`src/rtl/ilcc_pkg.sv`:
```
`timescale 1ns / 1ps
`default_nettype none
// ----------------------------------------------------------------------------
// ilcc_pkg
// Types, constants and helper functions shared by the IPv4 / layer four
// checksum checker.
// ----------------------------------------------------------------------------
package ilcc_pkg;

  localparam int unsigned ILCC_QUEUE_DEPTH = 4;

  // protocol numbers
  localparam logic [7:0] PROTO_ICMP = 8'd1;
  localparam logic [7:0] PROTO_TCP  = 8'd6;
  localparam logic [7:0] PROTO_UDP  = 8'd17;

  typedef enum logic [1:0] {
    CLS_OTHER = 2'd0,
    CLS_TCP   = 2'd1,
    CLS_UDP   = 2'd2,
    CLS_ICMP  = 2'd3
  } ilcc_cls_t;

  // byte positions inside the ipv4 header
  localparam logic [15:0] POS_IHL        = 16'd0;
  localparam logic [15:0] POS_TOTLEN_HI  = 16'd2;
  localparam logic [15:0] POS_TOTLEN_LO  = 16'd3;
  localparam logic [15:0] POS_PROTO      = 16'd9;
  localparam logic [15:0] POS_HDR_CK_HI  = 16'd10;
  localparam logic [15:0] POS_HDR_CK_LO  = 16'd11;
  localparam logic [15:0] POS_PSEUDO_LO  = 16'd13;
  localparam logic [15:0] POS_PSEUDO_HI  = 16'd19;
  localparam logic [15:0] POS_SATURATE   = 16'hffff;

  localparam logic [5:0]  HDR_MIN_BYTES  = 6'd20;
  localparam logic [15:0] UDP_MIN_LEN    = 16'd8;
  localparam logic [15:0] UDP_LEN_OFFSET = 16'd5;

  // checksum field offsets inside the layer four region
  localparam logic [15:0] CKO_TCP  = 16'd16;
  localparam logic [15:0] CKO_UDP  = 16'd6;
  localparam logic [15:0] CKO_ICMP = 16'd2;

  typedef struct packed {
    logic [15:0] count;
    logic [5:0]  hdr_bytes;
    logic [15:0] total_len;
    logic [7:0]  proto;
    logic [15:0] udp_len;
    logic [15:0] stored_hdr;
    logic [15:0] stored_pay;
  } ilcc_meta_t;

  // one classified byte, front to back
  typedef struct packed {
    logic        hdr_add;
    logic        pay_add;
    logic        pay_pad;
    logic [15:0] word;
    logic        last;
    ilcc_meta_t  meta;
  } ilcc_op_t;

  // finished sums of one packet
  typedef struct packed {
    logic [15:0] hdr_sum;
    logic [15:0] pay_sum;
    ilcc_meta_t  meta;
  } ilcc_fin_t;

  function automatic logic [15:0] oc_add(input logic [15:0] s, input logic [15:0] w);
    logic [16:0] t;
    t = {1'b0, s} + {1'b0, w};
    return t[16] ? (t[15:0] + 16'd1) : t[15:0];
  endfunction

  function automatic ilcc_cls_t class_of(input logic [7:0] p);
    ilcc_cls_t c;
    case (p)
      PROTO_TCP:  c = CLS_TCP;
      PROTO_UDP:  c = CLS_UDP;
      PROTO_ICMP: c = CLS_ICMP;
      default:    c = CLS_OTHER;
    endcase
    return c;
  endfunction

  // layer four region starts at the larger of ihl*4 and 20
  function automatic logic [15:0] region_start(input logic [5:0] hb);
    return (hb < HDR_MIN_BYTES) ? {10'd0, HDR_MIN_BYTES} : {10'd0, hb};
  endfunction

endpackage
`default_nettype wire

```
`src/rtl/ilcc_if.sv`:
```
`timescale 1ns / 1ps
`default_nettype none
// ----------------------------------------------------------------------------
// ilcc_if
// Valid/ready channels for packet bytes in and checksum results out.
// ----------------------------------------------------------------------------
interface ilcc_in_if;
  logic       valid;
  logic       ready;
  logic [7:0] data_byte;
  logic       last;

  modport source (output valid, output data_byte, output last, input ready);
  modport sink   (input valid, input data_byte, input last, output ready);
endinterface

interface ilcc_out_if;
  logic        valid;
  logic        ready;
  logic [15:0] ip_sum;
  logic [15:0] l4_sum;
  logic [1:0]  proto_class;
  logic        ip_ok;
  logic        l4_ok;
  logic        packet_ok;
  logic        truncated;

  modport source (output valid, output ip_sum, output l4_sum, output proto_class,
                  output ip_ok, output l4_ok, output packet_ok, output truncated,
                  input ready);
  modport sink   (input valid, input ip_sum, input l4_sum, input proto_class,
                  input ip_ok, input l4_ok, input packet_ok, input truncated,
                  output ready);
endinterface
`default_nettype wire

```
`src/rtl/ipv4_l4_checksum_check.sv`:
```
`timescale 1ns / 1ps
`default_nettype none
// result path: the last byte of a packet is registered in the byte queue, then in
//   the hand-off register, the first finish stage and the output register
// throughput: one byte per cycle; the parser takes a byte whenever the
//   byte queue has room, at most one ones' complement add per sum and byte in the accumulator
// reset: synchronous active-low rst_n clears position, header fields, sums,
//   queue and all valid flags; the block accepts bytes in the next cycle
// ----------------------------------------------------------------------------
// ipv4_l4_checksum_check
// Byte-serial IPv4 header and TCP/UDP/ICMP checksum checker, one result per
// packet.
// ----------------------------------------------------------------------------
module ipv4_l4_checksum_check #(
  parameter int unsigned QUEUE_DEPTH = ilcc_pkg::ILCC_QUEUE_DEPTH
) (
  input  logic        clk,
  input  logic        rst_n,
  ilcc_in_if.sink     in_ch,
  ilcc_out_if.source  out_ch
);
  import ilcc_pkg::*;

  logic      push_valid, push_ready;
  ilcc_op_t  push_op;
  logic      pop_valid, pop_ready;
  ilcc_op_t  pop_op;
  logic      fin_valid, fin_ready;
  ilcc_fin_t fin;

  ilcc_parse u_parse (
    .clk        (clk),
    .rst_n      (rst_n),
    .in_ch      (in_ch),
    .push_valid (push_valid),
    .push_ready (push_ready),
    .push_op    (push_op)
  );

  ilcc_queue #(
    .DEPTH (QUEUE_DEPTH)
  ) u_queue (
    .clk        (clk),
    .rst_n      (rst_n),
    .push_valid (push_valid),
    .push_ready (push_ready),
    .push_op    (push_op),
    .pop_valid  (pop_valid),
    .pop_ready  (pop_ready),
    .pop_op     (pop_op)
  );

  ilcc_accum u_accum (
    .clk       (clk),
    .rst_n     (rst_n),
    .op_valid  (pop_valid),
    .op_ready  (pop_ready),
    .op        (pop_op),
    .fin_valid (fin_valid),
    .fin_ready (fin_ready),
    .fin       (fin)
  );

  ilcc_finish u_finish (
    .clk       (clk),
    .rst_n     (rst_n),
    .fin_valid (fin_valid),
    .fin_ready (fin_ready),
    .fin       (fin),
    .out_ch    (out_ch)
  );

endmodule
`default_nettype wire

```
`src/rtl/ilcc_queue.sv`:
```
`timescale 1ns / 1ps
`default_nettype none
// ----------------------------------------------------------------------------
// ilcc_queue
// Short fifo of classified bytes between the parser and the accumulator.
// ----------------------------------------------------------------------------
module ilcc_queue #(
  parameter int unsigned DEPTH = 4
) (
  input  logic             clk,
  input  logic             rst_n,
  input  logic             push_valid,
  output logic             push_ready,
  input  ilcc_pkg::ilcc_op_t push_op,
  output logic             pop_valid,
  input  logic             pop_ready,
  output ilcc_pkg::ilcc_op_t pop_op
);
  import ilcc_pkg::*;

  localparam int unsigned AW = (DEPTH > 1) ? $clog2(DEPTH) : 1;
  localparam int unsigned CW = $clog2(DEPTH + 1);

  ilcc_op_t        mem_r [DEPTH];
  logic [AW-1:0]   wr_ptr_r, wr_ptr_nxt;
  logic [AW-1:0]   rd_ptr_r, rd_ptr_nxt;
  logic [CW-1:0]   cnt_r, cnt_nxt;
  logic            push, pop;

  assign push_ready = (cnt_r != CW'(DEPTH));
  assign pop_valid  = (cnt_r != '0);
  assign push       = push_valid && push_ready;
  assign pop        = pop_valid && pop_ready;
  assign pop_op     = mem_r[rd_ptr_r];

  always_comb begin
    wr_ptr_nxt = wr_ptr_r;
    rd_ptr_nxt = rd_ptr_r;
    cnt_nxt    = cnt_r;
    if (push) begin
      wr_ptr_nxt = (wr_ptr_r == AW'(DEPTH - 1)) ? '0 : wr_ptr_r + 1'b1;
    end
    if (pop) begin
      rd_ptr_nxt = (rd_ptr_r == AW'(DEPTH - 1)) ? '0 : rd_ptr_r + 1'b1;
    end
    if (push && !pop) begin
      cnt_nxt = cnt_r + 1'b1;
    end else if (pop && !push) begin
      cnt_nxt = cnt_r - 1'b1;
    end
  end

  always_ff @(posedge clk) begin
    if (!rst_n) begin
      wr_ptr_r <= '0;
      rd_ptr_r <= '0;
      cnt_r    <= '0;
    end else begin
      wr_ptr_r <= wr_ptr_nxt;
      rd_ptr_r <= rd_ptr_nxt;
      cnt_r    <= cnt_nxt;
    end
  end

  always_ff @(posedge clk) begin
    if (push) begin
      mem_r[wr_ptr_r] <= push_op;
    end
  end

  a_cnt_bound: assert property (@(posedge clk) disable iff (!rst_n)
    cnt_r <= CW'(DEPTH))
    else $error("queue fill count beyond depth");

endmodule
`default_nettype wire

```
`src/rtl/ilcc_parse.sv`:
```
`timescale 1ns / 1ps
`default_nettype none
// ----------------------------------------------------------------------------
// ilcc_parse
// Front end: tracks the byte position, picks up header fields and marks
// each byte for the header sum, the layer four sum, both or neither.
// ----------------------------------------------------------------------------
module ilcc_parse (
  input  logic               clk,
  input  logic               rst_n,
  ilcc_in_if.sink            in_ch,
  output logic               push_valid,
  input  logic               push_ready,
  output ilcc_pkg::ilcc_op_t push_op
);
  import ilcc_pkg::*;

  logic [15:0] pos_r, pos_nxt;
  logic [7:0]  hold_r, hold_nxt;
  logic [5:0]  hb_r, hb_nxt;
  logic [15:0] tot_r, tot_nxt;
  logic [7:0]  proto_r, proto_nxt;
  logic [15:0] udp_r, udp_nxt;
  logic [15:0] shc_r, shc_nxt;
  logic [15:0] spc_r, spc_nxt;

  logic        fire, active, odd;
  logic [15:0] word, start, rel, cko, udp_rlen;
  logic [16:0] udp_end;
  ilcc_cls_t   cls;
  logic        in_region, ck_hi, ck_lo, before_end, at_end;
  logic        hdr_add, pseudo_add, region_add;

  assign in_ch.ready = push_ready;
  assign push_valid  = in_ch.valid;
  assign fire        = in_ch.valid && push_ready;

  always_comb begin
    active   = (pos_r != POS_SATURATE);
    odd      = pos_r[0];
    word     = {hold_r, in_ch.data_byte};
    cls      = class_of(proto_r);
    start    = region_start(hb_r);
    rel      = pos_r - start;
    case (cls)
      CLS_TCP: cko = CKO_TCP;
      CLS_UDP: cko = CKO_UDP;
      default: cko = CKO_ICMP;
    endcase
    udp_rlen = (udp_r < UDP_MIN_LEN) ? UDP_MIN_LEN : udp_r;
    udp_end  = {1'b0, start} + {1'b0, udp_rlen};

    // tcp/icmp end is total length, or wraps past 64k when total is short
    if (cls == CLS_UDP) begin
      before_end = ({1'b0, pos_r} < udp_end);
      at_end     = (({1'b0, pos_r} + 17'd1) == udp_end);
    end else begin
      before_end = (tot_r < start) || (pos_r < tot_r);
      at_end     = (tot_r >= start) && ((pos_r + 16'd1) == tot_r);
    end

    in_region  = active && (cls != CLS_OTHER) && (pos_r >= start);
    ck_hi      = in_region && (rel == cko);
    ck_lo      = in_region && (rel == (cko + 16'd1));

    hdr_add    = active && odd && (pos_r < {10'd0, hb_r}) && (pos_r != POS_HDR_CK_LO);
    pseudo_add = active && odd && (pos_r >= POS_PSEUDO_LO) && (pos_r <= POS_PSEUDO_HI)
                 && ((cls == CLS_TCP) || (cls == CLS_UDP));
    region_add = in_region && !ck_hi && !ck_lo && before_end && (odd || at_end);

    hb_nxt    = (active && pos_r == POS_IHL) ? {in_ch.data_byte[3:0], 2'b00} : hb_r;
    tot_nxt   = tot_r;
    if (active && pos_r == POS_TOTLEN_HI) begin
      tot_nxt = {in_ch.data_byte, tot_r[7:0]};
    end else if (active && pos_r == POS_TOTLEN_LO) begin
      tot_nxt = {tot_r[15:8], in_ch.data_byte};
    end
    proto_nxt = (active && pos_r == POS_PROTO) ? in_ch.data_byte : proto_r;
    shc_nxt   = shc_r;
    if (active && pos_r == POS_HDR_CK_HI) begin
      shc_nxt = {in_ch.data_byte, shc_r[7:0]};
    end else if (active && pos_r == POS_HDR_CK_LO) begin
      shc_nxt = {shc_r[15:8], in_ch.data_byte};
    end
    udp_nxt   = (in_region && cls == CLS_UDP && rel == UDP_LEN_OFFSET) ? word : udp_r;
    spc_nxt   = spc_r;
    if (ck_hi) begin
      spc_nxt = {in_ch.data_byte, spc_r[7:0]};
    end else if (ck_lo) begin
      spc_nxt = {spc_r[15:8], in_ch.data_byte};
    end
    hold_nxt  = (active && !odd) ? in_ch.data_byte : hold_r;
    pos_nxt   = active ? pos_r + 16'd1 : pos_r;
  end

  always_comb begin
    push_op.hdr_add         = hdr_add;
    push_op.pay_add         = pseudo_add || region_add;
    push_op.pay_pad         = region_add && !odd;
    push_op.word            = word;
    push_op.last            = in_ch.last;
    push_op.meta.count      = pos_nxt;
    push_op.meta.hdr_bytes  = hb_nxt;
    push_op.meta.total_len  = tot_nxt;
    push_op.meta.proto      = proto_nxt;
    push_op.meta.udp_len    = udp_nxt;
    push_op.meta.stored_hdr = shc_nxt;
    push_op.meta.stored_pay = spc_nxt;
  end

  always_ff @(posedge clk) begin
    if (!rst_n || (fire && in_ch.last)) begin
      pos_r   <= '0;
      hold_r  <= '0;
      hb_r    <= '0;
      tot_r   <= '0;
      proto_r <= '0;
      udp_r   <= '0;
      shc_r   <= '0;
      spc_r   <= '0;
    end else if (fire) begin
      pos_r   <= pos_nxt;
      hold_r  <= hold_nxt;
      hb_r    <= hb_nxt;
      tot_r   <= tot_nxt;
      proto_r <= proto_nxt;
      udp_r   <= udp_nxt;
      shc_r   <= shc_nxt;
      spc_r   <= spc_nxt;
    end
  end

  a_clear_after_last: assert property (@(posedge clk) disable iff (!rst_n)
    (in_ch.valid && in_ch.ready && in_ch.last) |=> (pos_r == '0 && proto_r == '0))
    else $error("parser state not cleared after last byte");

endmodule
`default_nettype wire

```
`src/rtl/ilcc_accum.sv`:
```
`timescale 1ns / 1ps
`default_nettype none
// ----------------------------------------------------------------------------
// ilcc_accum
// Back end, first part: ones' complement accumulation of header and layer
// four words, and a hand-off register for the sums of a finished packet.
// ----------------------------------------------------------------------------
module ilcc_accum (
  input  logic                clk,
  input  logic                rst_n,
  input  logic                op_valid,
  output logic                op_ready,
  input  ilcc_pkg::ilcc_op_t  op,
  output logic                fin_valid,
  input  logic                fin_ready,
  output ilcc_pkg::ilcc_fin_t fin
);
  import ilcc_pkg::*;

  logic [15:0] hdr_sum_r, hdr_sum_nxt;
  logic [15:0] pay_sum_r, pay_sum_nxt;
  logic [15:0] pay_word;
  logic        fin_v_r;
  ilcc_fin_t   fin_r;
  logic        hold_free, pop;

  assign hold_free = !fin_v_r || fin_ready;
  // only the last byte of a packet needs room in the hand-off register
  assign op_ready  = !op.last || hold_free;
  assign pop       = op_valid && op_ready;
  assign fin_valid = fin_v_r;
  assign fin       = fin_r;

  always_comb begin
    pay_word    = op.pay_pad ? {op.word[7:0], 8'h00} : op.word;
    hdr_sum_nxt = op.hdr_add ? oc_add(hdr_sum_r, op.word) : hdr_sum_r;
    pay_sum_nxt = op.pay_add ? oc_add(pay_sum_r, pay_word) : pay_sum_r;
  end

  always_ff @(posedge clk) begin
    if (!rst_n) begin
      hdr_sum_r <= '0;
      pay_sum_r <= '0;
      fin_v_r   <= 1'b0;
    end else begin
      if (pop) begin
        hdr_sum_r <= op.last ? '0 : hdr_sum_nxt;
        pay_sum_r <= op.last ? '0 : pay_sum_nxt;
      end
      if (pop && op.last) begin
        fin_v_r <= 1'b1;
      end else if (fin_ready) begin
        fin_v_r <= 1'b0;
      end
    end
  end

  always_ff @(posedge clk) begin
    if (pop && op.last) begin
      fin_r.hdr_sum <= hdr_sum_nxt;
      fin_r.pay_sum <= pay_sum_nxt;
      fin_r.meta    <= op.meta;
    end
  end

  a_sums_cleared: assert property (@(posedge clk) disable iff (!rst_n)
    (op_valid && op_ready && op.last) |=> (hdr_sum_r == '0 && pay_sum_r == '0 && fin_v_r))
    else $error("sums not cleared or result not held after last byte");

endmodule
`default_nettype wire

```
`src/rtl/ilcc_finish.sv`:
```
`timescale 1ns / 1ps
`default_nettype none
// ----------------------------------------------------------------------------
// ilcc_finish
// Back end, second part: pseudo header words, truncation check, final
// complement and comparison against the stored checksums.
// ----------------------------------------------------------------------------
module ilcc_finish (
  input  logic                clk,
  input  logic                rst_n,
  input  logic                fin_valid,
  output logic                fin_ready,
  input  ilcc_pkg::ilcc_fin_t fin,
  ilcc_out_if.source          out_ch
);
  import ilcc_pkg::*;

  // first stage
  logic        s2_v_r;
  logic [15:0] s2_ip_sum_r, s2_shc_r, s2_spc_r, s2_psum_r, s2_len_r;
  ilcc_cls_t   s2_cls_r;
  logic        s2_pseudo_r, s2_trunc_r;

  // output register
  logic        out_v_r;
  logic [15:0] out_ip_sum_r, out_l4_sum_r;
  ilcc_cls_t   out_cls_r;
  logic        out_ip_ok_r, out_l4_ok_r, out_trunc_r;

  logic        s2_ready, out_free;
  ilcc_cls_t   cls_c;
  logic        pseudo_c, trunc_c;
  logic [15:0] start_c, len_c, rlen_c, psum_c;
  logic [16:0] end_c;
  logic [15:0] l4_raw, l4_sum_c;
  logic        ip_ok_c, l4_ok_c;

  assign out_free  = !out_v_r || out_ch.ready;
  assign s2_ready  = !s2_v_r || out_free;
  assign fin_ready = s2_ready;

  always_comb begin
    cls_c    = class_of(fin.meta.proto);
    pseudo_c = (cls_c == CLS_TCP) || (cls_c == CLS_UDP);
    start_c  = region_start(fin.meta.hdr_bytes);
    len_c    = (cls_c == CLS_UDP) ? fin.meta.udp_len : (fin.meta.total_len - start_c);
    if (cls_c == CLS_UDP && fin.meta.udp_len < UDP_MIN_LEN) begin
      rlen_c = UDP_MIN_LEN;
    end else begin
      rlen_c = len_c;
    end
    end_c    = {1'b0, start_c} + {1'b0, rlen_c};
    psum_c   = pseudo_c ? oc_add(fin.pay_sum, {8'h00, fin.meta.proto}) : fin.pay_sum;
    trunc_c  = (fin.meta.count < {10'd0, HDR_MIN_BYTES})
               || (fin.meta.count < {10'd0, fin.meta.hdr_bytes})
               || (fin.meta.count < fin.meta.total_len)
               || ((cls_c != CLS_OTHER) && ({1'b0, fin.meta.count} < end_c));
  end

  always_comb begin
    l4_raw   = s2_pseudo_r ? oc_add(s2_psum_r, s2_len_r) : s2_psum_r;
    l4_sum_c = (s2_cls_r == CLS_OTHER) ? '0 : ~l4_raw;
    ip_ok_c  = (s2_shc_r == s2_ip_sum_r);
    l4_ok_c  = (s2_cls_r != CLS_OTHER) && (s2_spc_r == l4_sum_c);
  end

  always_ff @(posedge clk) begin
    if (!rst_n) begin
      s2_v_r  <= 1'b0;
      out_v_r <= 1'b0;
    end else begin
      if (s2_ready) begin
        s2_v_r <= fin_valid;
      end
      if (out_free) begin
        out_v_r <= s2_v_r;
      end
    end
  end

  always_ff @(posedge clk) begin
    if (s2_ready && fin_valid) begin
      s2_ip_sum_r <= ~fin.hdr_sum;
      s2_shc_r    <= fin.meta.stored_hdr;
      s2_spc_r    <= fin.meta.stored_pay;
      s2_psum_r   <= psum_c;
      s2_len_r    <= len_c;
      s2_cls_r    <= cls_c;
      s2_pseudo_r <= pseudo_c;
      s2_trunc_r  <= trunc_c;
    end
    if (out_free && s2_v_r) begin
      out_ip_sum_r <= s2_ip_sum_r;
      out_l4_sum_r <= l4_sum_c;
      out_cls_r    <= s2_cls_r;
      out_ip_ok_r  <= ip_ok_c;
      out_l4_ok_r  <= l4_ok_c;
      out_trunc_r  <= s2_trunc_r;
    end
  end

  assign out_ch.valid       = out_v_r;
  assign out_ch.ip_sum      = out_ip_sum_r;
  assign out_ch.l4_sum      = out_l4_sum_r;
  assign out_ch.proto_class = out_cls_r;
  assign out_ch.ip_ok       = out_ip_ok_r;
  assign out_ch.l4_ok       = out_l4_ok_r;
  assign out_ch.packet_ok   = out_ip_ok_r && out_l4_ok_r;
  assign out_ch.truncated   = out_trunc_r;

endmodule
`default_nettype wire
```
`src/flat_wrapper.sv`:
```
// flat-port wrapper written by rule: the top's interface ports become plain ports
module ipv4_l4_checksum_check_flat import ilcc_pkg::*;
#(
  parameter int unsigned QUEUE_DEPTH = ilcc_pkg::ILCC_QUEUE_DEPTH
)
  (clk, rst_n, in_ch_valid, in_ch_data_byte, in_ch_last, in_ch_ready, out_ch_valid, out_ch_ip_sum, out_ch_l4_sum, out_ch_proto_class, out_ch_ip_ok, out_ch_l4_ok, out_ch_packet_ok, out_ch_truncated, out_ch_ready);
  ilcc_in_if in_ch_i ();
  ilcc_out_if out_ch_i ();
  input  logic clk;
  input  logic rst_n;
  input wire logic [$bits(in_ch_i.valid)-1:0] in_ch_valid;
  input wire logic [$bits(in_ch_i.data_byte)-1:0] in_ch_data_byte;
  input wire logic [$bits(in_ch_i.last)-1:0] in_ch_last;
  output wire logic [$bits(in_ch_i.ready)-1:0] in_ch_ready;
  output wire logic [$bits(out_ch_i.valid)-1:0] out_ch_valid;
  output wire logic [$bits(out_ch_i.ip_sum)-1:0] out_ch_ip_sum;
  output wire logic [$bits(out_ch_i.l4_sum)-1:0] out_ch_l4_sum;
  output wire logic [$bits(out_ch_i.proto_class)-1:0] out_ch_proto_class;
  output wire logic [$bits(out_ch_i.ip_ok)-1:0] out_ch_ip_ok;
  output wire logic [$bits(out_ch_i.l4_ok)-1:0] out_ch_l4_ok;
  output wire logic [$bits(out_ch_i.packet_ok)-1:0] out_ch_packet_ok;
  output wire logic [$bits(out_ch_i.truncated)-1:0] out_ch_truncated;
  input wire logic [$bits(out_ch_i.ready)-1:0] out_ch_ready;
  assign in_ch_i.valid = in_ch_valid;
  assign in_ch_i.data_byte = in_ch_data_byte;
  assign in_ch_i.last = in_ch_last;
  assign in_ch_ready = in_ch_i.ready;
  assign out_ch_valid = out_ch_i.valid;
  assign out_ch_ip_sum = out_ch_i.ip_sum;
  assign out_ch_l4_sum = out_ch_i.l4_sum;
  assign out_ch_proto_class = out_ch_i.proto_class;
  assign out_ch_ip_ok = out_ch_i.ip_ok;
  assign out_ch_l4_ok = out_ch_i.l4_ok;
  assign out_ch_packet_ok = out_ch_i.packet_ok;
  assign out_ch_truncated = out_ch_i.truncated;
  assign out_ch_i.ready = out_ch_ready;
  ipv4_l4_checksum_check #(.QUEUE_DEPTH(QUEUE_DEPTH)) u_core (.clk(clk), .rst_n(rst_n), .in_ch(in_ch_i), .out_ch(out_ch_i));
endmodule
```
`config.mk`:
```
export PLATFORM = sky130hd
export DESIGN_NAME = ipv4_l4_checksum_check_flat
export DESIGN_NICKNAME = d
export VERILOG_FILES = /design/src/rtl/ilcc_pkg.sv /design/src/rtl/ilcc_if.sv /design/src/rtl/ipv4_l4_checksum_check.sv /design/src/rtl/ilcc_queue.sv /design/src/rtl/ilcc_parse.sv /design/src/rtl/ilcc_accum.sv /design/src/rtl/ilcc_finish.sv /design/src/flat_wrapper.sv
export SDC_FILE = /design/constraint.sdc
export NUM_CORES = 1
export LEC_CHECK = 0
export BUFFER_PORTS_ARGS = -buffer_cell sky130_fd_sc_hd__buf_2
export CORE_MARGIN = 2
export CORE_UTILIZATION = 40
export DETAILED_ROUTE_END_ITERATION = 8
export PLACE_DENSITY = 0.52
export SETUP_SLACK_MARGIN = 0.5
export SLEW_MARGIN = 20
export SYNTH_ARGS = -nofsm -noshare
export SYNTH_HDL_FRONTEND = slang
export SYNTH_SLANG_ARGS = --single-unit
```
`constraint.sdc`:
```
create_clock -name clk -period 20.9 [get_ports clk]
set_input_delay 6.27 -clock clk [delete_from_list [all_inputs] [get_ports clk]]
set_output_delay 6.27 -clock clk [all_outputs]
set_load 0.05 [all_outputs]
```
==> impl_metrics.csv, run 1 <==
group,metric,value,unit
cts,cts_resized,0,
yosys,synth_area_per_cell,13.51,um2
timing,tightestPinTransition,1.068,ns
critical_path,cp_max_fo,8,
global_route,grt_max_degree,73,
floorplanning,num_rows,116,
global_route,grt_usage,0.1978,
floorplanning,core,99710,um2
timing,rsz0062_at_grt,"false",
cts,cts_hold_buf,0,
critical_path,crit_start,"out_ch_ready",
place,placed_cell_area,41680,um2
timing,max_slew_margin,0.2878,
critical_path,worst_ep_arrival_time,8.97,ns
timing,setup_slack,12.49,ns
finish,layoutNonFillerInstCount,4383,
global_route,grt_pass1_vias,23673,
hold_path,min_path_type,"reg2reg",
cts,post_cts_buffers,0,
critical_path,crit_required,21.46,ns
critical_path,r2r_cells,25,
finish,area_growth,12.10,%
yosys,syn_area,40030,um2
place,routabilityCongestion,0.8626,
yosys,synthTopCellsByArea,"edfxtp_1, dfxtp_1, mux4_2, ha_1, xnor2_1",
routing,drt_iter0_markers,1952,
pwr,design_power_total,6.824,mW
place,io_buffers,52,
critical_path,r2r_setup_slack,14.41,ns
critical_path,worst_setup_path_end_kind,"flop",
critical_path,cp.buffers_inverters,2,
cts,numCtsBuffers,90,
critical_path,r2r_start,"u_core.u_accum.fin[53]$_DFFE_PP_",
cts,root_buffer,"clkbuf_16",
hold_path,hp-start,"u_core.u_accum.fin[28]$_DFFE_PP_",
place,dp_cells,4215,
yosys,synth_seq_cells,849,
timing,fmax,0.1189,GHz
yosys,ys_warn_count,0,
timing,clock_skew,0.01988,ns
cts,cts_tree,"done",
yosys,yosysMostFrequentCell,"edfxtp_1",
timing,hold_violations,0,
routing,wl,101100,um
hold_path,holdPathStages,0,
global_route,antenna_found_initial,9,
yosys,yosys.area.top_type,"edfxtp_1",
timing,tns,0,ns
critical_path,slowest_stage,"nor2b_1",
yosys,yosys-top-cells-count,"edfxtp_1, nor2_1, ha_1",
floorplanning,die_y,320.3,um
routing,vias,23988,
cts,clock_latency,0.65,ns
routing,ant_nets,0,
routing,drt_pre_antenna_iters,7,
finish,final_nets,3213,
place,dp_hpwl,71430,um
yosys,yosysTopAreaCellShare,0.5274,
timing,post-route-min-period,8.412,ns
run,maxCapViolCount,0,
timing,period_share,0.4025,
place,pre_cts_slack,11.78,ns
critical_path,start_kind,"input pin",
routing,avgViaCountPerCell,5.473,
yosys,synthCells,2962,
yosys,seq_area_frac_synth,0.6004,
floorplanning,ioPinCount,53,
floorplanning,fp.dieArea,102600,um2
routing,wl_per_cell,23.06,um
timing,final_max_slew_viol_count,0,
global_route,grt-ovfl-total,0,
pwr,leakagePower,15.98,nW
status,status,"finished clean",
pwr,power.density,152.1,nW/um2
critical_path,critical_path_class,"in2reg",
yosys,synthFlopType,"edfxtp_1",
finish,n_fill_cell,8793,
cts,clockBufferDepth,3,
timing,setup_viol,0,
yosys,synth_enable_flop_cells,703,
yosys,synth_nets,3166,
finish,stdcell_area,44870,um2
critical_path,crit_family,"simple AND/OR/NAND/NOR gates",
critical_path,slowest_delay,0.47,ns
yosys,async_reset_ff_frac,0,
routing,drcViolationCount,0,
cts,clk_pin_slew,0.06,ns
yosys,synthDistinctLibCells,86,
pwr,peakVddDrop,0.07568,mV
cts,h-tree-depth,3,
critical_path,r2r-end,"u_core.u_finish.s2_trunc_r$_DFFE_PP_",
hold_path,whs_endpoint,"u_core.u_finish.s2_shc_r[12]$_DFFE_PP_",
floorplanning,die_w,320.3,um
global_route,grt_pass1_wl,152400,um
cts,cts.sinks,849,
finish,drive_above_1_share,0.1534,
floorplanning,initial_utilization,0.4014,
critical_path,crit_chain,"buf_2 > nor2b_1 > and3_1 > a21o_1 > ha_1 > inv_1 > fa_1 > xor2_1 > or3_1 > a21boi_0",
==> worst register-to-register path, stage by stage (launching register included) <==
cell      delay, ns
edfxtp_1       0.43
or4_1          0.58
or2_2          0.32
inv_1          0.09
ha_1           0.14
buf_4          0.25
nand2b_1       0.22
nor3_1         0.33
nor2b_1        0.09
ha_1           0.22
fa_1           0.42
a21o_1         0.18
a21oi_1        0.27
o21bai_1       0.10
a21oi_1        0.15
inv_1          0.07
nand3_1        0.10
and3b_1        0.25
and3_1         0.21
xnor2_1        0.28
ha_1           0.31
o21ai_0        0.09
nand2b_1       0.09
a211oi_1       0.23
a21oi_1        0.09
o311ai_0       0.66
==> worst max-delay path by stage <==
| stage | endpoint | depth (start not counted) |
|---|---|---|
| 3_3_place_gp | u_core.u_queue.cnt_r[2]$_SDFFE_PN0P_ | 10 |
| 5_1_grt | u_core.u_queue.cnt_r[2]$_SDFFE_PN0P_ | 10 |
| 6_report | u_core.u_queue.cnt_r[2]$_SDFFE_PN0P_ | 10 |
| 3_5_place_dp | u_core.u_queue.cnt_r[2]$_SDFFE_PN0P_ | 10 |
| 4_1_cts | u_core.u_queue.cnt_r[2]$_SDFFE_PN0P_ | 10 |
| 2_1_floorplan | u_core.u_accum.fin[0]$_DFFE_PP_ | 3 |
==> layer usage <==
metal | routed length [um] | vias to the layer above | part of all wire | track usage
li1 | - | 11239 | - | -
met1 | 49180 | 12102 | 0.49 | 0.2926
met2 | 45470 | 510 | 0.45 | 0.3065
met3 | 4034 | 137 | 0.040 | 0.02298
met4 | 2400 | 0 | 0.024 | 0.05842
met5 | 0 | - | 0 | 0
==> registers in the layout, indices dropped and copies added (netlist names), 6 cells and up, named ones only <==
register,cells
u_core.u_finish.s2_shc_r,16
u_core.u_parse.udp_r,16
u_core.u_parse.hb_r,6
u_core.u_parse.spc_r,16
u_core.u_accum.fin,126
u_core.u_finish.out_ch.ip_sum,16
u_core.u_parse.tot_r,16
u_core.u_queue.mem_r,456
u_core.u_accum.pay_sum_r,16
u_core.u_parse.hold_r,8
u_core.u_parse.shc_r,16
u_core.u_accum.hdr_sum_r,16
u_core.u_parse.pos_r,16
u_core.u_finish.s2_spc_r,16
u_core.u_finish.s2_psum_r,16
u_core.u_finish.out_ch.l4_sum,16
u_core.u_finish.s2_ip_sum_r,16
u_core.u_parse.proto_r,8
u_core.u_finish.s2_len_r,16
==> stage by stage <==
stage,hold slack [ns],utilization
2_1_floorplan,0.4003,-
3_3_place_gp,0.4037,0.4180
3_5_place_dp,0.4072,0.4180
4_1_cts,0.4217,0.4499
5_1_grt,0.4328,0.4500
6_report,0.4198,0.4500
==> final cells by class <==
cell class,instances,area [um2],share of cell area
Inverter,111,416.7,0.009285
Clock inverter,54,734.5,0.01637
Multi-Input combinational cell,1884,15190,0.3384
Clock buffer,113,2451,0.05462
Sequential cell,849,24040,0.5357
Tap cell,1298,1624,0.03619
Timing Repair Buffer,73,417.9,0.009313
Antenna cell,1,2.502,0.00005577
==> power by group <==
| part | internal (mW) | switching [mW] | total [mW] | leakage, nW |
|---|---|---|---|---|
| clock network | 1.03 | 0.667 | 1.70 | 1.55 |
| registers | 2.30 | 0.240 | 2.54 | 7.78 |
| logic | 1.03 | 1.54 | 2.58 | 6.65 |
| total | 4.37 | 2.45 | 6.82 | 16.0 |
==> cells in the final DEF, fill, tap and decap left out, types with 12 or more instances in the layout <==
cell	count
buf_2	52
a211oi_1	32
ha_1	182
xor2_1	86
edfxtp_1	703
xnor2_1	126
nor4_1	21
o21bai_1	19
o21a_1	21
nand4_1	41
o21ai_0	67
o211ai_1	12
a21oi_1	126
nand2_1	164
nor2_1	249
clkinv_2	15
mux4_2	114
a31oi_1	12
clkbuf_16	92
mux2i_1	23
nand3_1	68
clkbuf_1	14
nor2b_1	57
and3_1	19
inv_1	110
dfxtp_1	144
nand2b_1	18
and2_1	24
a21o_1	38
buf_4	21
bufinv_16	16
mux2_2	92
nor3_1	80
==> kinds of logic after synthesis <==
group,count (synthesis),synth area share
DFF,849,0.6004
muxes,236,0.09774
buffers and inverters,229,0.02188
AOI/OAI and AO/OA,429,0.07139
adders and majority gates,191,0.06139
and+or+nand+nor,816,0.1008
xor gates and xnor gates,212,0.04639
Note: power is estimated with default switching activity, not from simulation.
==> run 2, diff against run 1 <==
--- a/config.mk
+++ b/config.mk
@@ -9,7 +9,7 @@
 export CORE_MARGIN = 2
 export CORE_UTILIZATION = 40
 export DETAILED_ROUTE_END_ITERATION = 8
-export PLACE_DENSITY = 0.52
+export PLACE_DENSITY = 0.54
 export SETUP_SLACK_MARGIN = 0.5
 export SLEW_MARGIN = 20
 export SYNTH_ARGS = -nofsm -noshare
==> constraint.sdc (replaced) <==
create_clock -name clk -period 6.8 [get_ports clk]
set_input_delay 2.04 -clock clk [delete_from_list [all_inputs] [get_ports clk]]
set_output_delay 2.04 -clock clk [all_outputs]
set_load 0.05 [all_outputs]
==> impl_metrics.csv, run 2 (synthesis results as in run 1) <==
group,metric,value,unit
status,status,"finished clean",
global_route,grt_max_degree,115,
critical_path,slowest_delay,0.56,ns
global_route,grt_pass1_vias,24293,
critical_path,worst_setup_path_end_kind,"flop",
timing,tightestPinTransition,1.036,ns
routing,ant_nets,0,
timing,tns,0,ns
floorplanning,core,99710,um2
routing,wl_per_cell,24.04,um
pwr,leakagePower,16.07,nW
critical_path,critical_path_class,"reg2reg",
finish,drive_above_1_share,0.1535,
critical_path,r2r_setup_slack,0.97,ns
critical_path,crit_start,"u_core.u_accum.fin[53]$_DFFE_PP_",
pwr,p_sw,7.635,mW
critical_path,crit_required,7.19,ns
cts,numCtsBuffers,92,
cts,root_buffer,"clkbuf_16",
routing,avgViaCountPerCell,5.529,
cts,cts_tree,"done",
timing,period_share,0.8579,
global_route,antenna_found_initial,9,
hold_path,min_path_type,"reg2reg",
global_route,grt-ovfl-total,0,
critical_path,r2r_start,"u_core.u_accum.fin[53]$_DFFE_PP_",
pwr,power.density,470.2,nW/um2
timing,fmax,0.1714,GHz
finish,layout_common_cells,"edfxtp_1, nor2_1, ha_1, nand2_1, dfxtp_1",
critical_path,worst_ep_arrival_time,6.22,ns
cts,post_cts_buffers,0,
global_route,grt_pass1_wl,157300,um
timing,rsz0062_at_grt,"false",
routing,drt_pre_antenna_iters,6,
cts,clk_pin_slew,0.06,ns
cts,cts_hold_buf,0,
cts,cts_resized,0,
finish,final_nets,3223,
pwr,pwr-share-seq,0.370,
critical_path,start_kind,"flop",
cts,h-tree-depth,3,
floorplanning,num_rows,116,
place,dp_hpwl,72430,um
routing,drcViolationCount,0,
cts,clockBufferDepth,3,
routing,wl,105700,um
timing,final_max_slew_viol_count,0,
floorplanning,ioPinCount,53,
critical_path,crit_chain,"or4_1 > or2_2 > inv_1 > ha_1 > nand2b_1 > nor3_1 > nor2b_1 > ha_1 > fa_1 > a21o_1 > a21oi_1 > o21bai_1 > a21oi_1 > inv_1 > nand3_1 > and3b_1 > and3_1 > xnor2_1 > ha_1 > o211ai_1 > or4_1 > a21oi_1 > o311ai_0",
pwr,pwr-share-comb,0.380,
cts,cts.sinks,849,
finish,final_common_cell,"edfxtp_1",
floorplanning,die_w,320.3,um
timing,clock_skew,0.04446,ns
timing,post-route-min-period,5.834,ns
finish,top_register,"u_core.u_queue.mem_r",
timing,setup_viol,0,
place,routabilityCongestion,0.9078,
critical_path,slowest_stage,"or4_1",
floorplanning,fp.dieArea,102600,um2
pwr,p_clk_frac,0.250,
pwr,p_sw_frac,0.3602,
pwr,p_int,13.56,mW
floorplanning,die_y,320.3,um
pwr,design_power_total,21.20,mW
finish,largest_reg_flops,456,
critical_path,cp_max_fo,7,
timing,hold_violations,0,
cts,clock_latency,0.67,ns
place,io_buffers,52,
run,maxCapViolCount,0,
floorplanning,initial_utilization,0.4014,
hold_path,hp-start,"u_core.u_accum.fin[25]$_DFFE_PP_",
finish,area_growth,12.63,%
routing,vias,24300,
global_route,grt_usage,0.2059,
timing,max_slew_margin,0.3054,
routing,drt_iter0_markers,1882,
pwr,peakVddDrop,0.2383,mV
run 2: changes by cell type in the layout (fill, tap and decap cells not counted), moves of 2 or more:
cell | before | now
clkbuf_16 | 92 | 99
bufinv_16 | 16 | 14
clkinv_1 | 10 | 14
clkinv_8 | 3 | 1
buf_12 | 0 | 6
clkinv_2 | 15 | 9
buf_4 | 21 | 23
clkbuf_1 | 14 | 18
clkinvlp_4 | 5 | 3
run 2: power groups by stage:
| stage | Combinational, mW | Sequential, mW | Clock, mW |
|---|---|---|---|
| floorplan | 5.90 | 7.64 | 0 |
| global placement | 8.01 | 7.93 | 0 |
| detailed placement | 8.09 | 7.96 | 0 |
| CTS | 8.14 | 7.85 | 5.43 |
| global route | 8.92 | 7.94 | 5.63 |
| finish | 8.06 | 7.83 | 5.31 |
run 2: layout make-up:
class	count	area [um2]
fill	8804	54630
sequential	849	24040
multi-input combinational	1884	15180
clock buffer	123	2628
tap	1298	1624
clock inverter	47	630.6
timing repair buffer	81	553.0
inverter	111	416.7
antenna	2	5.005
run 2: metal layers:
metal / global-route usage / vias up / share of wire
li1: - / 11283 / -
met1: 0.2790 / 12277 / 0.44
met2: 0.3435 / 582 / 0.48
met3: 0.02406 / 158 / 0.041
met4: 0.07136 / 0 / 0.031
met5: 0 / - / 0
run 2: worst paths after layout:
kind                                            to  cells past startpoint
max           u_core.u_finish.s2_trunc_r$_DFFE_PP_                     23
min          u_core.u_finish.s2_shc_r[9]$_DFFE_PP_                      0
max reg2reg   u_core.u_finish.s2_trunc_r$_DFFE_PP_                     23
min reg2reg  u_core.u_finish.s2_shc_r[9]$_DFFE_PP_                      0
run 2: through the flow:
stage / area (um2) / util / hold WS [ns] / setup slack [ns] / cells
global placement: 41820 / 0.4194 / 0.4059 / 1.108 / 4223
detailed placement: 41820 / 0.4194 / 0.4045 / 1.020 / 4223
CTS: 45080 / 0.4521 / 0.4052 / 0.9893 / 4393
floorplan: 40040 / - / 0.4003 / 0.7660 / 2962
finish: 45080 / 0.4521 / 0.4156 / 0.9661 / 4395
global route: 45080 / 0.4521 / 0.4212 / 0.5926 / 4393
run 2: critical path, delay by kind of cell (launching register included):
family	cells	cell delay, ns
xor+xnor	1	0.13
buf+inv	2	0.16
flops	1	0.42
fa+ha+maj	4	1.31
compound gates	7	0.98
simple gates	9	2.56
==> run 3, diff against run 2 <==
--- a/config.mk
+++ b/config.mk
@@ -6,10 +6,11 @@
 export NUM_CORES = 1
 export LEC_CHECK = 0
 export BUFFER_PORTS_ARGS = -buffer_cell sky130_fd_sc_hd__buf_2
-export CORE_MARGIN = 2
+export CORE_MARGIN = 3
 export CORE_UTILIZATION = 40
+export CTS_CLUSTER_DIAMETER = 150
 export DETAILED_ROUTE_END_ITERATION = 8
-export PLACE_DENSITY = 0.54
+export PLACE_DENSITY = 0.52
 export SETUP_SLACK_MARGIN = 0.5
 export SLEW_MARGIN = 20
 export SYNTH_ARGS = -nofsm -noshare
==> constraint.sdc (replaced) <==
create_clock -name clk -period 5.75 [get_ports clk]
set_input_delay 1.725 -clock clk [delete_from_list [all_inputs] [get_ports clk]]
set_output_delay 1.725 -clock clk [all_outputs]
set_load 0.05 [all_outputs]
==> impl_metrics.csv, run 3 (synthesis results as in run 1) <==
group,metric,value,unit
global_route,grt_max_degree,85,
hold_path,holdPathStages,0,
global_route,use_met1,0.2705,
finish,n_antenna_cell,0,
timing,tightestPinTransition,1.039,ns
critical_path,r2r_cells,23,
timing,tns,0,ns
floorplanning,initial_utilization,0.4049,
finish,top_register,"u_core.u_queue.mem_r",
critical_path,crit_required,6.15,ns
timing,period_share,0.8937,
finish,drive_above_1_share,0.1744,
cts,cts.sinks,849,
global_route,grt-ovfl-total,0,
routing,wl_per_cell,23.82,um
critical_path,worst_ep_arrival_time,5.54,ns
cts,root_buffer,"clkbuf_16",
finish,final_util,0.4592,
global_route,antenna_found_initial,4,
cts,clock_latency,0.67,ns
finish,area_growth,13.41,%
global_route,met3_usage,0.02359,
cts,numCtsBuffers,93,
pwr,leakagePower,16.20,nW
global_route,gr-usage-met2,0.3441,
hold_path,min_path_type,"reg2reg",
timing,setup_slack,0.6109,ns
place,pre_cts_slack,0.2681,ns
critical_path,r2r_start,"u_core.u_accum.fin[53]$_DFFE_PP_",
critical_path,r2r_setup_slack,0.61,ns
timing,rsz0062_at_grt,"true",
critical_path,critical_path_class,"reg2reg",
pwr,design_power_total,25.00,mW
routing,drt_pre_antenna_iters,5,
floorplanning,die_y,322.3,um
floorplanning,num_rows,115,
floorplanning,core,98850,um2
global_route,grt_usage,0.2027,
finish,final_nets,3260,
cts,clk_pin_slew,0.06,ns
pwr,power.density,550.8,nW/um2
timing,clock_skew,0.04645,ns
status,status,"finished clean",
run,maxCapViolCount,0,
floorplanning,die_w,322.3,um
pwr,peakVddDrop,0.2555,mV
finish,layout_common_cells,"edfxtp_1, nor2_1, ha_1, nand2_1, dfxtp_1",
timing,final_max_slew_viol_count,0,
timing,max_slew_margin,0.3068,
floorplanning,ioPinCount,53,
hold_path,hp-start,"u_core.u_accum.fin[27]$_DFFE_PP_",
routing,drt_iter0_markers,1770,
critical_path,crit_family,"simple AND/OR/NAND/NOR gates",
routing,ant_nets,0,
cts,clockBufferDepth,3,
cts,h-tree-depth,3,
global_route,top_usage_layer,"met2",
critical_path,worst_setup_path_end_kind,"flop",
global_route,grt_pass1_vias,24497,
finish,n_fill_cell,8730,
place,dp_hpwl,74010,um
floorplanning,fp.dieArea,103900,um2
critical_path,start_kind,"flop",
place,routabilityCongestion,0.8731,
routing,vias,24355,
critical_path,slowest_stage,"or4_4",
routing,drcViolationCount,0,
place,io_buffers,52,
timing,fmax,0.1946,GHz
timing,post-route-min-period,5.139,ns
critical_path,cp_max_fo,7,
critical_path,crit_chain,"or4_4 > a211o_4 > ha_4 > buf_12 > nand2_4 > o21ai_2 > nor2b_4 > ha_4 > fa_2 > a21o_1 > a21oi_2 > o21bai_1 > a21oi_1 > inv_1 > nand3_2 > and3b_2 > and3_4 > xnor2_2 > ha_1 > o211ai_1 > or4_1 > a21oi_2 > o311ai_1",
finish,final_common_cell,"edfxtp_1",
timing,hold_violations,0,
routing,wl,105300,um
global_route,grt_pass1_wl,157100,um
routing,avgViaCountPerCell,5.506,
timing,setup_viol,0,
critical_path,slowest_delay,0.57,ns
finish,largest_reg_flops,456,
critical_path,cp.buffers_inverters,2,
critical_path,r2r-end,"u_core.u_finish.s2_trunc_r$_DFFE_PP_",
cts,cts_tree,"done",
hold_path,whs_endpoint,"u_core.u_finish.s2_shc_r[11]$_DFFE_PP_",
## run 3: cell count changes in the layout (fill, tap and decap cells not counted), sizes merged
cell	before	now
diode	2	0
buf	81	116
bufinv	14	7
clkinvlp	3	9
inv	114	115
clkbuf	123	129
## run 3: report_power, final
part	internal (mW)	leakage, nW	switching (mW)
Clock	3.42	1.46	2.46
Combinational	4.07	6.97	5.86
Sequential	8.36	7.78	0.832
Total	15.9	16.2	9.15
## run 3: layout make-up
class / count / area, um2 / area share
clock buffer: 128 / 2519 / 0.05548
multi-input combinational: 1884 / 15380 / 0.3387
clock inverter: 47 / 543.0 / 0.01196
tap: 1287 / 1610 / 0.03547
timing repair buffer: 117 / 890.9 / 0.01962
inverter: 111 / 416.7 / 0.009178
sequential: 849 / 24040 / 0.5296
## run 3: per-layer routing
metal  vias to the layer above  share of wire
li1                      11344              -
met1                     12292           0.44
met2                       540           0.49
met3                       179          0.038
met4                         0          0.035
met5                         -              0
## run 3: worst max-delay path by stage
stage	from	end	slack, ns	depth (start not counted)
6_report	u_core.u_accum.fin[53]$_DFFE_PP_	u_core.u_finish.s2_trunc_r$_DFFE_PP_	0.61	23
3_3_place_gp	u_core.u_accum.fin[51]$_DFFE_PP_	u_core.u_finish.s2_trunc_r$_DFFE_PP_	0.26	23
5_1_grt	u_core.u_accum.fin[53]$_DFFE_PP_	u_core.u_finish.s2_trunc_r$_DFFE_PP_	0.41	26
4_1_cts	u_core.u_accum.fin[53]$_DFFE_PP_	u_core.u_finish.s2_trunc_r$_DFFE_PP_	0.41	23
2_1_floorplan	out_ch_ready	u_core.u_accum.fin[0]$_DFFE_PP_	0.18	3
3_5_place_dp	u_core.u_accum.fin[53]$_DFFE_PP_	u_core.u_finish.s2_trunc_r$_DFFE_PP_	0.27	23
## run 3: through the flow
| stage | cells | hold WS (ns) | cell area (um2) |
|---|---|---|---|
| final | 4423 | 0.4133 | 45400 |
| after global routing | 4423 | 0.4320 | 45400 |
| after CTS | 4410 | 0.4099 | 45120 |
| after detailed placement | 4235 | 0.4045 | 42030 |
| after global placement | 4235 | 0.4044 | 42030 |
| after floorplan | 2962 | 0.4003 | 40080 |
## run 3: timing repair
item                                    4_1_cts  5_1_grt
hold endpoints to repair                      0        0
resized for setup                             5       46
gates cloned                                  0        1
hold buffers                                  0        0
pin swaps                                     0       25
setup buffers                                 0       12
endpoints found under the setup margin        5       13
